[config.mk]
export PLATFORM = sky130hd
export DESIGN_NAME = glos_queue
export DESIGN_NICKNAME = d
export VERILOG_FILES = /design/src/rtl/glos_pkg.sv /design/src/rtl/glos_queue.sv
export SDC_FILE = /design/constraint.sdc
export NUM_CORES = 1
export LEC_CHECK = 0
export BUFFER_PORTS_ARGS = -buffer_cell sky130_fd_sc_hd__buf_2
export CAP_MARGIN = 25
export CORE_MARGIN = 1
export CORE_UTILIZATION = 50
export DETAILED_ROUTE_END_ITERATION = 8
export GPL_TIMING_DRIVEN = 1
export PLACE_DENSITY = 0.77
export SYNTH_ARGS = -nofsm -noshare
export SYNTH_HDL_FRONTEND = slang
export SYNTH_SLANG_ARGS = --single-unit
[constraint.sdc]
create_clock -name clock -period 4.6 [get_ports clock]
set_input_delay 1.38 -clock clock [delete_from_list [all_inputs] [get_ports clock]]
set_output_delay 1.38 -clock clock [all_outputs]
set_load 0.02 [all_outputs]
[src/rtl/glos_pkg.sv]
package glos_pkg;

   localparam int COORD_W = 8;
   localparam int QUEUE_DEPTH = 2;
   localparam int QUEUE_PTR_W = 1;

   localparam logic CMD_WRITE = 1'b0;
   localparam logic CMD_TRACE = 1'b1;

   typedef enum logic [1:0] {
      KIND_WRITE,
      KIND_TRACE,
      KIND_SAME
   } glos_kind_type;

   typedef struct packed {
      glos_kind_type        kind;
      logic [COORD_W-1:0]   start_x;
      logic [COORD_W-1:0]   start_y;
      logic [COORD_W-1:0]   target_x;
      logic [COORD_W-1:0]   target_y;
      logic                 blocks;
      logic                 x_neg;
      logic                 y_neg;
      logic [COORD_W-1:0]   dx_mag;
      logic [COORD_W-1:0]   dy_mag;
      logic [COORD_W-1:0]   steps;
   } glos_item_type;

   typedef struct packed {
      logic          valid;
      glos_item_type item;
   } glos_slot_type;

   typedef enum logic [2:0] {
      ST_CLEAR,
      ST_IDLE,
      ST_DIVIDE,
      ST_SETUP,
      ST_PROBE,
      ST_TEST_SIDE,
      ST_TEST_DIAG,
      ST_RESULT
   } glos_state_type;

endpackage

[src/rtl/glos_queue.sv]
module glos_queue (
   input  logic                    clock,
   input  logic                    reset,
   input  glos_pkg::glos_slot_type push,
   output logic                    full,
   output glos_pkg::glos_slot_type head,
   input  logic                    pop
);
   import glos_pkg::*;

   glos_item_type          queue_mem [QUEUE_DEPTH];
   logic [QUEUE_PTR_W-1:0] wr_ptr_ff;
   logic [QUEUE_PTR_W-1:0] wr_ptr_in;
   logic [QUEUE_PTR_W-1:0] rd_ptr_ff;
   logic [QUEUE_PTR_W-1:0] rd_ptr_in;
   logic [QUEUE_PTR_W:0]   count_ff;
   logic [QUEUE_PTR_W:0]   count_in;
   logic                   do_push;
   logic                   do_pop;

   always_comb begin
      full       = count_ff == (QUEUE_PTR_W + 1)'(QUEUE_DEPTH);
      head.valid = count_ff != '0;
      head.item  = queue_mem[rd_ptr_ff];
      do_push    = push.valid && !full;
      do_pop     = pop && head.valid;
      wr_ptr_in  = do_push ? wr_ptr_ff + 1'b1 : wr_ptr_ff;
      rd_ptr_in  = do_pop ? rd_ptr_ff + 1'b1 : rd_ptr_ff;
      count_in   = count_ff;
      if (do_push && !do_pop) begin
         count_in = count_ff + 1'b1;
      end else if (do_pop && !do_push) begin
         count_in = count_ff - 1'b1;
      end
   end

   always_ff @(posedge clock) begin
      if (reset) begin
         wr_ptr_ff <= '0;
         rd_ptr_ff <= '0;
         count_ff  <= '0;
      end else begin
         wr_ptr_ff <= wr_ptr_in;
         rd_ptr_ff <= rd_ptr_in;
         count_ff  <= count_in;
      end
   end

   always_ff @(posedge clock) begin
      if (do_push) begin
         queue_mem[wr_ptr_ff] <= push.item;
      end
   end

endmodule

; Yosys cells after proc, flatten, opt, wreduce, memory -nomap -nowiden
; Memory sizes are Yosys's and may differ from the RTL's. A register that Yosys moved wholly into a read port is not among the register bits.
; Cells that the tools add are included.
[op_classes]
n_addsub = 4
reduce_logical = 9
muxes = 6
n_eq_ne = 1
[op_table]
columns = cell, n
row1 = 1-bit logical AND, 4
row2 = 1-bit two-way mux, 4
row3 = 2-bit two-way mux, 2
row4 = 2-bit nonzero test, 2
row5 = 1-bit zero test, 3
row6 = 1-bit adder (second input constant), 2
row7 = 2-bit by 1-bit adder with 2-bit output (second input constant), 1
row8 = 2-bit equality test (second input constant), 1
row9 = 2-bit by 1-bit subtractor with 2-bit output (second input constant), 1
[totals]
regBits = 4
memories = 1
inputBits = 65
mem_bits_rw = 122
output_inout_bits = 63
[memory_table]
columns = name, depth, word_bits, rd, rd_ports_with_merged_regs, write_ports, line_no
row1 = queue_mem, 2, 61, 1, 1, 1, glos_queue.sv:11  ; glos_item_type queue_mem [QUEUE_DEPTH];

; Depth between registers and ports, before layout
[depth]
ltp_word = 7
depth_mapped = 6
ltp_nobuf = 6

; Worst setup path after synthesis
; OpenSTA, ideal clock, no wires.
[synth_path]
path_type = input to register
start = in push[61] in the netlist's numbering
end = mem queue_mem[1][0] in the netlist's numbering, enable pin
setup_ns = 0.425
t_required_ns = 4.175
path_buffers = 0
setup_slack_ns = 1.166
cell_stages = 3
arrival_time_ns = 3.009
cell_sequence = inv_1 -> nor2_1 -> and2_1
[synth_between]
elab_chain_len = 3
[synth_rtl]
columns = element, line_no
row1 = "start, declared", glos_queue.sv:4  ; input glos_pkg::glos_slot_type push,
row2 = 1-bit logical AND, glos_queue.sv:25  ; do_push = push.valid && !full;
row3 = via do_push, glos_queue.sv:18  ; logic do_push;
row4 = 1-bit two-way mux, glos_queue.sv:50  ; if (do_push) begin
row5 = 1-bit two-way mux (not written as such), glos_queue.sv:51  ; queue_mem[wr_ptr_ff] <= push.item;
row6 = "end, declared", glos_queue.sv:11
; The timed path passes the listed nets, and every way through them passes these cells.

==> results.md <==
- Outcome: finished with violations
- Failing checks: design-rule violations
- Max-Cap Viols: 0
- Crit path kind: flip-flop to primary output
- Residual DRC: 7
- Top-Level Pins: 128
- #FFs+latches synth: around 130
- IR Drop Worst-Case VDD: 0.000388 V
- Worst stage delay on the critical path: 0.60 ns
- Worst-case reg-to-reg path depth: 4
- Clk_lat worst skew: 0.49 ns
- CP required: 3.22 ns
- Crit path cell chain: buf_4, mux2_2, buf_2
- Post-CTS Setup Inserts: 0
- Starting Density: 0.523
- H-tree Lvls: 4
- Worst hold stages: 2
- CTS Buffer Depth: 2
- Layout net count: about 420
- Worst slew margin: 0.527
- Layout cells sized above 1: 0.616
- Die Ht: just under 100 um
- Via density: between 5 and 6
- Worst Path Max Fanout: 51
- Setup-failing EPs final: 0
- Hold EP: wr_ptr_ff
- Final min period: 3.60 ns
- Worst-margin pin slew: 0.710 ns
- Pwr Density: 624 nW/um2
- Mapped cell area: 4610 um2
- HP Class: flip-flop to flip-flop
- Initial antenna violation count: 0
- CP Buf/Inv Count: 2
- Final TNS setup: 0 ns
- Slowest CP cell: buf_4
- Clock tree sinks: 127
- Reg2Reg Capture Point: queue_mem[0][3]
- Area growth syn-to-layout: 30.0%
- Row count: 34
- Die X: 98.0 um
- Cell Count, Final, Fillers Out: 478
- Startpoint types: flip-flop
- Core ar.: 8810 um2
- RSZ-0062 raised after global routing: no
- CP arrival: roughly 2.2 ns
- DRT Pass-1 Iters: 7
- Dpl cells: 446
- Leak Pwr: between 2 and 2.5 nW
- Grt ovf: 0
- Vias in the first global route: 2588
- Largest net degree at the start of global routing: 52
- Hold Path Origin: wr_ptr_ff
- Crit. End Element: primary output
- Reg clk slew, reported paths: 0.06 ns
- Worst path top cell family by delay: buffers and inverters
- Final Max Slew Viols: 0
- CTS tree: yes
- Die area: 9600 um2
- First-pass GRT wire length: 12300 um
- Number of library cell types mapped by synthesis: 14
- Number of diodes: 0
- Post-Syn Instances: 215
- Reg2Reg Setup Slack: 2.64 ns
- Post-DP HPWL: 4970 um
- Post-DRT Antenna Nets: 0
- DR iter-0 viols: slightly below 90
- Routed WL per cell: around 17 um
- Tcrit/Tclk final: 0.782
- F_max: 0.278 GHz
- Syn avg cell area: 21.4 um2
- Final GP Congestion: 0.770
- Hold Fails Final Rpt: 0
- Hold_buf cts: 0
- Num CTS Buffers: 17
- R2R Path Start: count_ff[1]
- PortBufs: ~130
- Seq/Total Area, Yosys: 0.817
- Synth warn: 0
- Via count: between 2000 and 2500
- Tot GR Track Use: 0.174
- PostCTS Resize Cnt: 0
- Final Skew: 0.00747 ns
- Routed WL: 7960 um
- Post-Syn Nets: 281
- Root buffer cell: clkbuf_8
final cells by class:
type	instances	area, um2
Multi-Input combinational cell	79	801
Clock buffer	17	414
Sequential cell	127	3760
Tap cell	108	135
Clock inverter	15	184
Timing Repair Buffer	130	683
Fill cell	589	2820
Inverter	2	7.51
synth_stat cells:
master | count | area share
buf_2 | 7 | 0.0076
ha_1 | 1 | 0.0027
nor2b_2 | 1 | 0.0019
or3_1 | 2 | 0.0027
o21ai_0 | 3 | 0.0033
nor2_1 | 4 | 0.0033
mux2_2 | 61 | 0.15
xor2_1 | 3 | 0.0057
and2_1 | 1 | 0.0014
edfxtp_1 | 122 | 0.80
a21oi_1 | 2 | 0.0022
or2_2 | 1 | 0.0014
dfxtp_1 | 5 | 0.022
inv_1 | 2 | 0.0016
cells in the final DEF (no fill, tap or decap):
cell,n
xor2_1,3
buf_4,1
and2_2,1
a21oi_1,2
buf_2,127
inv_6,4
clkbuf_16,16
clkinv_4,3
dfxtp_2,1
inv_1,1
clkinvlp_4,3
nor2_1,4
o21ai_0,3
clkinv_2,2
nor2b_2,1
dfxtp_1,4
inv_2,1
ha_1,1
or2_2,1
edfxtp_1,122
buf_12,2
bufinv_16,3
or3_1,2
clkbuf_8,1
mux2_2,61
where the power goes:
part	leakage [nW]	total [mW]	internal, mW	switching [mW]
registers	1.18	1.51	1.45	0.0526
logic	0.808	0.908	0.365	0.543
clock network	0.286	1.32	0.832	0.491
through the flow:
step | power [mW] | area, um2 | setup slack (ns) | hold WS [ns] | util
2_1_floorplan | 2.16 | 4610 | 1.17 | 0.452 | -
6_report | 3.74 | 5990 | 1.00 | 0.493 | 0.680
4_1_cts | 3.78 | 5990 | 0.974 | 0.494 | 0.680
5_1_grt | 3.89 | 5990 | 0.888 | 0.550 | 0.680
3_5_place_dp | 2.45 | 5390 | 1.52 | 0.478 | 0.612
3_3_place_gp | 2.43 | 5390 | 1.53 | 0.469 | 0.612
cells by family after synthesis:
family                     Yosys count  share of synthesized area
and+or+nand+nor                      9                     0.0106
AOI/OAI and AO/OA                    5                    0.00543
adders and majority gates            1                    0.00272
DFF                                127                      0.817
muxes                               61                      0.149
buffers and inverters                9                    0.00924
xor gates and xnor gates             3                    0.00571
worst min-delay path: cells and delay by family, from the launching register on:
| kind | cells | cell delay [ns] |
|---|---|---|
| compound gates | 2 | 0.13 |
| flops | 1 | 0.31 |
registers in the layout (all words and copies together) (netlist names), named ones only:
register	flops
queue_mem	122
count_ff	2
rd_ptr_ff	1
wr_ptr_ff	1
how the worst max path moves through the flow:
stage,endpoint,start,cells after the start,slack [ns]
after global placement,head[8],flip-flop,3,1.53
after detailed placement,head[8],flip-flop,3,1.52
after global routing,head[8],flip-flop,3,0.89
final,head[37],flip-flop,3,1.00
after floorplan,queue_mem[1][0],push[61],3,1.17
after CTS,head[8],flip-flop,3,0.97
routing by layer:
layer	part of all wire	global-route usage	wire length, um
met3	0.070	0.0723	554
met2	0.52	0.294	4120
met1	0.40	0.197	3220
met4	0.0088	0.0688	70
met5	0	0	0
No activity file was read; power rests on OpenSTA's default activity.
