### src/rtl/glos_pkg.sv
package glos_pkg;

   localparam int COORD_W = 8;
   localparam int QUEUE_DEPTH = 2;
   localparam int QUEUE_PTR_W = 1;

   localparam logic CMD_WRITE = 1'b0;
   localparam logic CMD_TRACE = 1'b1;

   typedef enum logic [1:0] {
      KIND_WRITE,
      KIND_TRACE,
      KIND_SAME
   } glos_kind_type;

   typedef struct packed {
      glos_kind_type        kind;
      logic [COORD_W-1:0]   start_x;
      logic [COORD_W-1:0]   start_y;
      logic [COORD_W-1:0]   target_x;
      logic [COORD_W-1:0]   target_y;
      logic                 blocks;
      logic                 x_neg;
      logic                 y_neg;
      logic [COORD_W-1:0]   dx_mag;
      logic [COORD_W-1:0]   dy_mag;
      logic [COORD_W-1:0]   steps;
   } glos_item_type;

   typedef struct packed {
      logic          valid;
      glos_item_type item;
   } glos_slot_type;

   typedef enum logic [2:0] {
      ST_CLEAR,
      ST_IDLE,
      ST_DIVIDE,
      ST_SETUP,
      ST_PROBE,
      ST_TEST_SIDE,
      ST_TEST_DIAG,
      ST_RESULT
   } glos_state_type;

endpackage

### src/rtl/glos_front.sv
module glos_front (
   input  logic                          req_valid,
   output logic                          req_stall,
   input  logic                          req_command,
   input  logic [glos_pkg::COORD_W-1:0]  req_start_x,
   input  logic [glos_pkg::COORD_W-1:0]  req_start_y,
   input  logic [glos_pkg::COORD_W-1:0]  req_target_x,
   input  logic [glos_pkg::COORD_W-1:0]  req_target_y,
   input  logic                          req_blocks,
   input  logic                          queue_full,
   input  logic                          clearing,
   output glos_pkg::glos_slot_type       push
);
   import glos_pkg::*;

   logic               x_neg;
   logic               y_neg;
   logic [COORD_W-1:0] dx_mag;
   logic [COORD_W-1:0] dy_mag;
   logic               same_cell;

   assign req_stall = queue_full || clearing;

   always_comb begin
      x_neg     = req_target_x < req_start_x;
      y_neg     = req_target_y < req_start_y;
      dx_mag    = x_neg ? req_start_x - req_target_x : req_target_x - req_start_x;
      dy_mag    = y_neg ? req_start_y - req_target_y : req_target_y - req_start_y;
      same_cell = (req_start_x == req_target_x) && (req_start_y == req_target_y);

      push.valid         = req_valid && !req_stall;
      push.item.start_x  = req_start_x;
      push.item.start_y  = req_start_y;
      push.item.target_x = req_target_x;
      push.item.target_y = req_target_y;
      push.item.blocks   = req_blocks;
      push.item.x_neg    = x_neg;
      push.item.y_neg    = y_neg;
      push.item.dx_mag   = dx_mag;
      push.item.dy_mag   = dy_mag;
      push.item.steps    = (dx_mag > dy_mag) ? dx_mag : dy_mag;
      if (req_command == CMD_WRITE) begin
         push.item.kind = KIND_WRITE;
      end else if (same_cell) begin
         push.item.kind = KIND_SAME;
      end else begin
         push.item.kind = KIND_TRACE;
      end
   end

endmodule

### config.mk
export PLATFORM = sky130hd
export DESIGN_NAME = glos_front
export DESIGN_NICKNAME = d
export VERILOG_FILES = /design/src/rtl/glos_pkg.sv /design/src/rtl/glos_front.sv
export SDC_FILE = /design/constraint.sdc
export NUM_CORES = 1
export LEC_CHECK = 0
export BUFFER_PORTS_ARGS = -buffer_cell sky130_fd_sc_hd__buf_2
export CORE_MARGIN = 4
export CORE_UTILIZATION = 45
export DETAILED_ROUTE_END_ITERATION = 10
export GPL_ROUTABILITY_DRIVEN = 0
export PLACE_DENSITY = 0.78
export SETUP_SLACK_MARGIN = 0.02
export SLEW_MARGIN = 25
export SYNTH_ARGS = -nofsm -noshare
export SYNTH_HDL_FRONTEND = slang
export SYNTH_SLANG_ARGS = --single-unit
### constraint.sdc
create_clock -name vclk -period 2.94
set_input_delay 0.147 -clock vclk [all_inputs]
set_output_delay 0.147 -clock vclk [all_outputs]
set_load 0.05 [all_outputs]
Word level (Yosys, flattened, before mapping). Index checks and enable logic that the tools add are counted.

Flip-flop bits (word level): 0. Output and inout bits: 63.

$lt $le $gt $ge: 3. Add/subtract/negate cells: 4. Eq/ne operators: 2. Mux-type cells: 5. Reduce and logical (&&, ||, !) cells: 4.

Operator list (count): $sub A8 B8 Y8 (4); $mux W8 (3); $eq A8 B8 Y1 (2); $lt A8 B8 Y1 (2); $gt A8 B8 Y1 (1); $mux W2 (2); $logic_and A1 B1 Y1 (2); $logic_not A1 Y1 (1); $logic_or A1 B1 Y1 (1).

Depth between registers and ports, before layout.
Depth in word-level cells: 4. Mapped depth: 18.

Worst setup path after synthesis. No wires, ideal clock.

Path type: input to output. From: in req_target_y[0] (netlist name). To: out push[3] (netlist name). Stages: 15. Arrival: 4.271 ns. Path slack: -1.478 ns. Cells stage by stage: inv_1 -> ha_1 -> inv_1 -> fa_1 -> nand3_2 -> a21oi_2 -> nor2_4 -> mux2i_1 -> xnor2_1 -> inv_1 -> ha_1 -> a21o_1 -> a211o_1 -> a22oi_2 -> mux2i_1.

RTL lines: from (decl) (RTL line glos_front.sv:8) `input logic [glos_pkg::COORD_W-1:0] req_target_y,`; to (decl) (RTL line glos_front.sv:12) `output glos_pkg::glos_slot_type push`.

==> impl_metrics.xml <==
<?xml version="1.0" encoding="UTF-8"?>
<metrics>
  <group name="run_status">
    <metric name="outcome" unit="">finished with violations</metric>
    <metric name="failed_checks" unit="">negative setup slack</metric>
  </group>
  <group name="critical_path">
    <metric name="critical_path.endpoint" unit="">push[7]</metric>
    <metric name="crit_cells" unit="">21</metric>
    <metric name="cpPeakStageDelay" unit="ns">0.39</metric>
    <metric name="timing.critical_path.to_type" unit="">primary output</metric>
    <metric name="crit_type" unit="">in -&gt; out</metric>
    <metric name="critical_path.max_fanout" unit="">4</metric>
    <metric name="worst-endpoint-required" unit="ns">2.79</metric>
    <metric name="worst_path_dominant_cell_family" unit="">simple AND/OR/NAND/NOR gates</metric>
    <metric name="wp_buf_inv" unit="">6</metric>
    <metric name="crit_slowest_cell" unit="">sky130_fd_sc_hd__fa_2</metric>
    <metric name="timing.critical_path.mode_cell" unit="">sky130_fd_sc_hd__buf_6</metric>
    <metric name="critical_path.startpoint_type" unit="">input port</metric>
    <metric name="critPathLaunch" unit="">req_target_y[0]</metric>
    <metric name="crit_arrival" unit="ns">3.69</metric>
    <metric name="crit_path_cell_trace" unit="">buf_12 -&gt; inv_12 -&gt; ha_4 -&gt; inv_4 -&gt; fa_2 -&gt; nand3_4 -&gt; a21oi_4 -&gt; nor2_4 -&gt; buf_6 -&gt; mux2i_4 -&gt; and3_4 -&gt; xnor2_1 -&gt; ha_1 -&gt; and4_4 -&gt; a21boi_4 -&gt; a22oi_2 -&gt; buf_6 -&gt; and2_4 -&gt; a221oi_4 -&gt; nand2_2 -&gt; buf_8</metric>
  </group>
  <group name="placement">
    <metric name="io_buffer_count" unit="">98</metric>
    <metric name="hpwlAfterDp" unit="um">5550</metric>
    <metric name="post-place-ws" unit="ns">-1.08</metric>
  </group>
  <group name="layout">
    <metric name="area_delta_synth_final" unit="%">86.9</metric>
    <metric name="n_sequential_cell" unit="">0</metric>
    <metric name="nClkBuffers" unit="">0</metric>
    <metric name="area_of_combinational_cells_with_multiple_inputs" unit="mm^2">0.00225</metric>
    <metric name="antenna_cells_inserted" unit="">0</metric>
    <metric name="nets" unit="">539</metric>
    <metric name="area.sequential" unit="um^2">0</metric>
    <metric name="num-fill-cells" unit="">179</metric>
    <metric name="share_of_post_route_cells_with_drive_strength_above_1" unit="%">66.8</metric>
  </group>
  <group name="global_routing">
    <metric name="grt_overflow" unit="">0</metric>
    <metric name="initial_antenna_violation_count" unit="">0</metric>
    <metric name="grt_start_max_net_pins" unit="">9</metric>
    <metric name="first_global_vias" unit="">3105</metric>
    <metric name="grt_use_total" unit="%">31.1</metric>
    <metric name="grt_first_pass_wirelength" unit="um">15200</metric>
  </group>
  <group name="worst_hold_path">
    <metric name="hold_start" unit="">req_blocks</metric>
    <metric name="worst_hold_path_type" unit="">in -&gt; out</metric>
  </group>
  <group name="die">
    <metric name="initial_core_util" unit="%">47.9</metric>
    <metric name="die_w" unit="um">77.0</metric>
    <metric name="die_height" unit="um">77.0</metric>
    <metric name="die_area" unit="mm^2">0.00593</metric>
    <metric name="design.core.area" unit="mm^2">0.00447</metric>
    <metric name="ios" unit="">100</metric>
    <metric name="floorplan.rows" unit="">24</metric>
  </group>
  <group name="sta">
    <metric name="period_share" unit="%">131</metric>
    <metric name="hold_violations" unit="">0</metric>
    <metric name="period_needed" unit="ns">3.84</metric>
    <metric name="final-setup-viol-count" unit="">8</metric>
    <metric name="unrepaired_setup_endpoints_after_global_routing" unit="">yes</metric>
    <metric name="worstMarginPinSlew" unit="ns">0.417</metric>
    <metric name="fin_ws" unit="ns">-0.901</metric>
    <metric name="finalMaxSlewViolations" unit="">0</metric>
    <metric name="slew-limit-headroom" unit="%">72.0</metric>
    <metric name="hold_slack" unit="ns">0.294</metric>
    <metric name="fmaxAchievable" unit="MHz">260</metric>
  </group>
  <group name="detailed_routing">
    <metric name="ant_nets" unit="">0</metric>
    <metric name="detailed_route_wire_length_per_cell" unit="um">21.4</metric>
    <metric name="route.top_layer_used" unit="">met4</metric>
    <metric name="met3_length" unit="um">957</metric>
    <metric name="viasPerCell" unit="">6.01</metric>
    <metric name="wl_met1" unit="um">4040</metric>
    <metric name="vias" unit="">3066</metric>
    <metric name="detail_route.first_pass.iterations" unit="">5</metric>
    <metric name="routed_wirelength" unit="um">10900</metric>
    <metric name="met2RoutedLength" unit="um">5050</metric>
    <metric name="drt-initial-drc-count" unit="">309</metric>
    <metric name="detail_route.drc_violations" unit="">0</metric>
  </group>
  <group name="logic_synthesis">
    <metric name="most_frequent_cells_after_synthesis" unit="">50 x sky130_fd_sc_hd__inv_1, 38 x sky130_fd_sc_hd__buf_4, 38 x sky130_fd_sc_hd__ha_1</metric>
    <metric name="top_cell_type_by_total_area_after_synthesis" unit="">sky130_fd_sc_hd__ha_1</metric>
    <metric name="sequential_cell_area_fraction_in_the_yosys_report" unit="%">0</metric>
    <metric name="synth_area_leaders" unit="">sky130_fd_sc_hd__ha_1 22%, sky130_fd_sc_hd__buf_4 13%, sky130_fd_sc_hd__inv_1 8.8%</metric>
    <metric name="synthesis.yosys.warnings" unit="">0</metric>
    <metric name="netlist-cell-type-count" unit="">58</metric>
    <metric name="post_synth_instance_area" unit="mm^2">0.00214</metric>
    <metric name="synth_nets" unit="">367</metric>
    <metric name="synthMostInstantiatedCell" unit="">sky130_fd_sc_hd__inv_1</metric>
    <metric name="syn_inst" unit="">288</metric>
    <metric name="yosys_top_cell_area_share" unit="%">22.2</metric>
    <metric name="post_synth.cell_area_avg" unit="um^2">7.45</metric>
  </group>
  <group name="pwr">
    <metric name="vdd_drop_max" unit="mV">0.706</metric>
    <metric name="leakagePower" unit="uW">0.00206</metric>
    <metric name="fin_total_pwr" unit="uW">2580</metric>
    <metric name="power.density_cell_area" unit="mW/mm^2">643</metric>
  </group>
  <group name="job">
    <metric name="cap_viol_max_count" unit="">0</metric>
  </group>
  <group name="clocking">
    <metric name="holdBufCountCts" unit="">0</metric>
  </group>
</metrics>
==> per-stage QoR <==
| stage | TNS (ns) | instances | cell area, um^2 | util [%] |
|---|---|---|---|---|
| final | -6.73 | 510 | 4010 | 89.6 |
| after global routing | -7.76 | 510 | 4010 | 89.6 |
| after CTS | -4.37 | 502 | 3760 | 84.0 |
| after detailed placement | -7.41 | 486 | 3280 | 73.4 |
| after global placement | -6.34 | 486 | 3280 | 73.4 |
| after floorplan | -6.29 | 288 | 2370 | - |
==> worst min path at each step <==
stage,endpoint,slack (ns),depth (start not counted)
after floorplan,push[26],0.46,1
after global placement,push[26],0.29,0
after detailed placement,push[26],0.29,0
after CTS,push[26],0.29,0
after global routing,push[26],0.29,0
final,push[26],0.29,0
==> cell families after synthesis <==
family	Yosys count	synth area share, %
XOR/XNOR	13	5.31
adder cells (fa/ha/maj)	42	25.9
multiplexers	10	4.84
AND/OR/NAND/NOR	53	14.5
buffers and inverters	93	23.9
AO/OA/AOI/OAI	77	25.6
==> timing repair <==
action	4_1_cts	5_1_grt
setup buffers	16	9
pin swaps	29	20
endpoints found under the setup margin	8	8
resized for setup	81	36
==> layout by cell type (no fill, tap or decap), types with 3 or more instances in the layout <==
| cell | n |
|---|---|
| sky130_fd_sc_hd__inv_2 | 6 |
| sky130_fd_sc_hd__mux2_4 | 3 |
| sky130_fd_sc_hd__xnor2_4 | 3 |
| sky130_fd_sc_hd__xnor2_2 | 4 |
| sky130_fd_sc_hd__ha_4 | 11 |
| sky130_fd_sc_hd__inv_4 | 3 |
| sky130_fd_sc_hd__a21oi_1 | 14 |
| sky130_fd_sc_hd__buf_2 | 87 |
| sky130_fd_sc_hd__ha_1 | 23 |
| sky130_fd_sc_hd__a21o_1 | 7 |
| sky130_fd_sc_hd__mux2i_4 | 7 |
| sky130_fd_sc_hd__nand2_1 | 11 |
| sky130_fd_sc_hd__fa_2 | 3 |
| sky130_fd_sc_hd__a21oi_4 | 4 |
| sky130_fd_sc_hd__buf_6 | 14 |
| sky130_fd_sc_hd__a21oi_2 | 7 |
| sky130_fd_sc_hd__nor2_1 | 8 |
| sky130_fd_sc_hd__o21ai_1 | 4 |
| sky130_fd_sc_hd__inv_1 | 41 |
| sky130_fd_sc_hd__buf_4 | 105 |
| sky130_fd_sc_hd__o21ai_0 | 7 |
| sky130_fd_sc_hd__o21a_1 | 3 |
| sky130_fd_sc_hd__ha_2 | 4 |
| sky130_fd_sc_hd__xnor2_1 | 3 |
| sky130_fd_sc_hd__nand4_1 | 3 |
| sky130_fd_sc_hd__buf_8 | 4 |
==> cell type report <==
type               instances  area share [%]
inverters                 51            5.27
multi-input cells        195            56.1
well taps                 52            1.62
repair buffers           212            37.0
==> routing by layer <==
layer,up-vias,GRT usage [%]
li1,1297,-
met1,1436,35.3
met2,250,55.2
met3,83,4.22
met4,0,18.0
met5,-,0
==> where the power goes <==
group	switching [uW]	leakage [uW]	total, uW	internal, uW
clock	0	0	0	0
sequential	0	0	0	0
combinational	1450	0.00206	2580	1130
No activity file was read; power rests on OpenSTA's default activity.
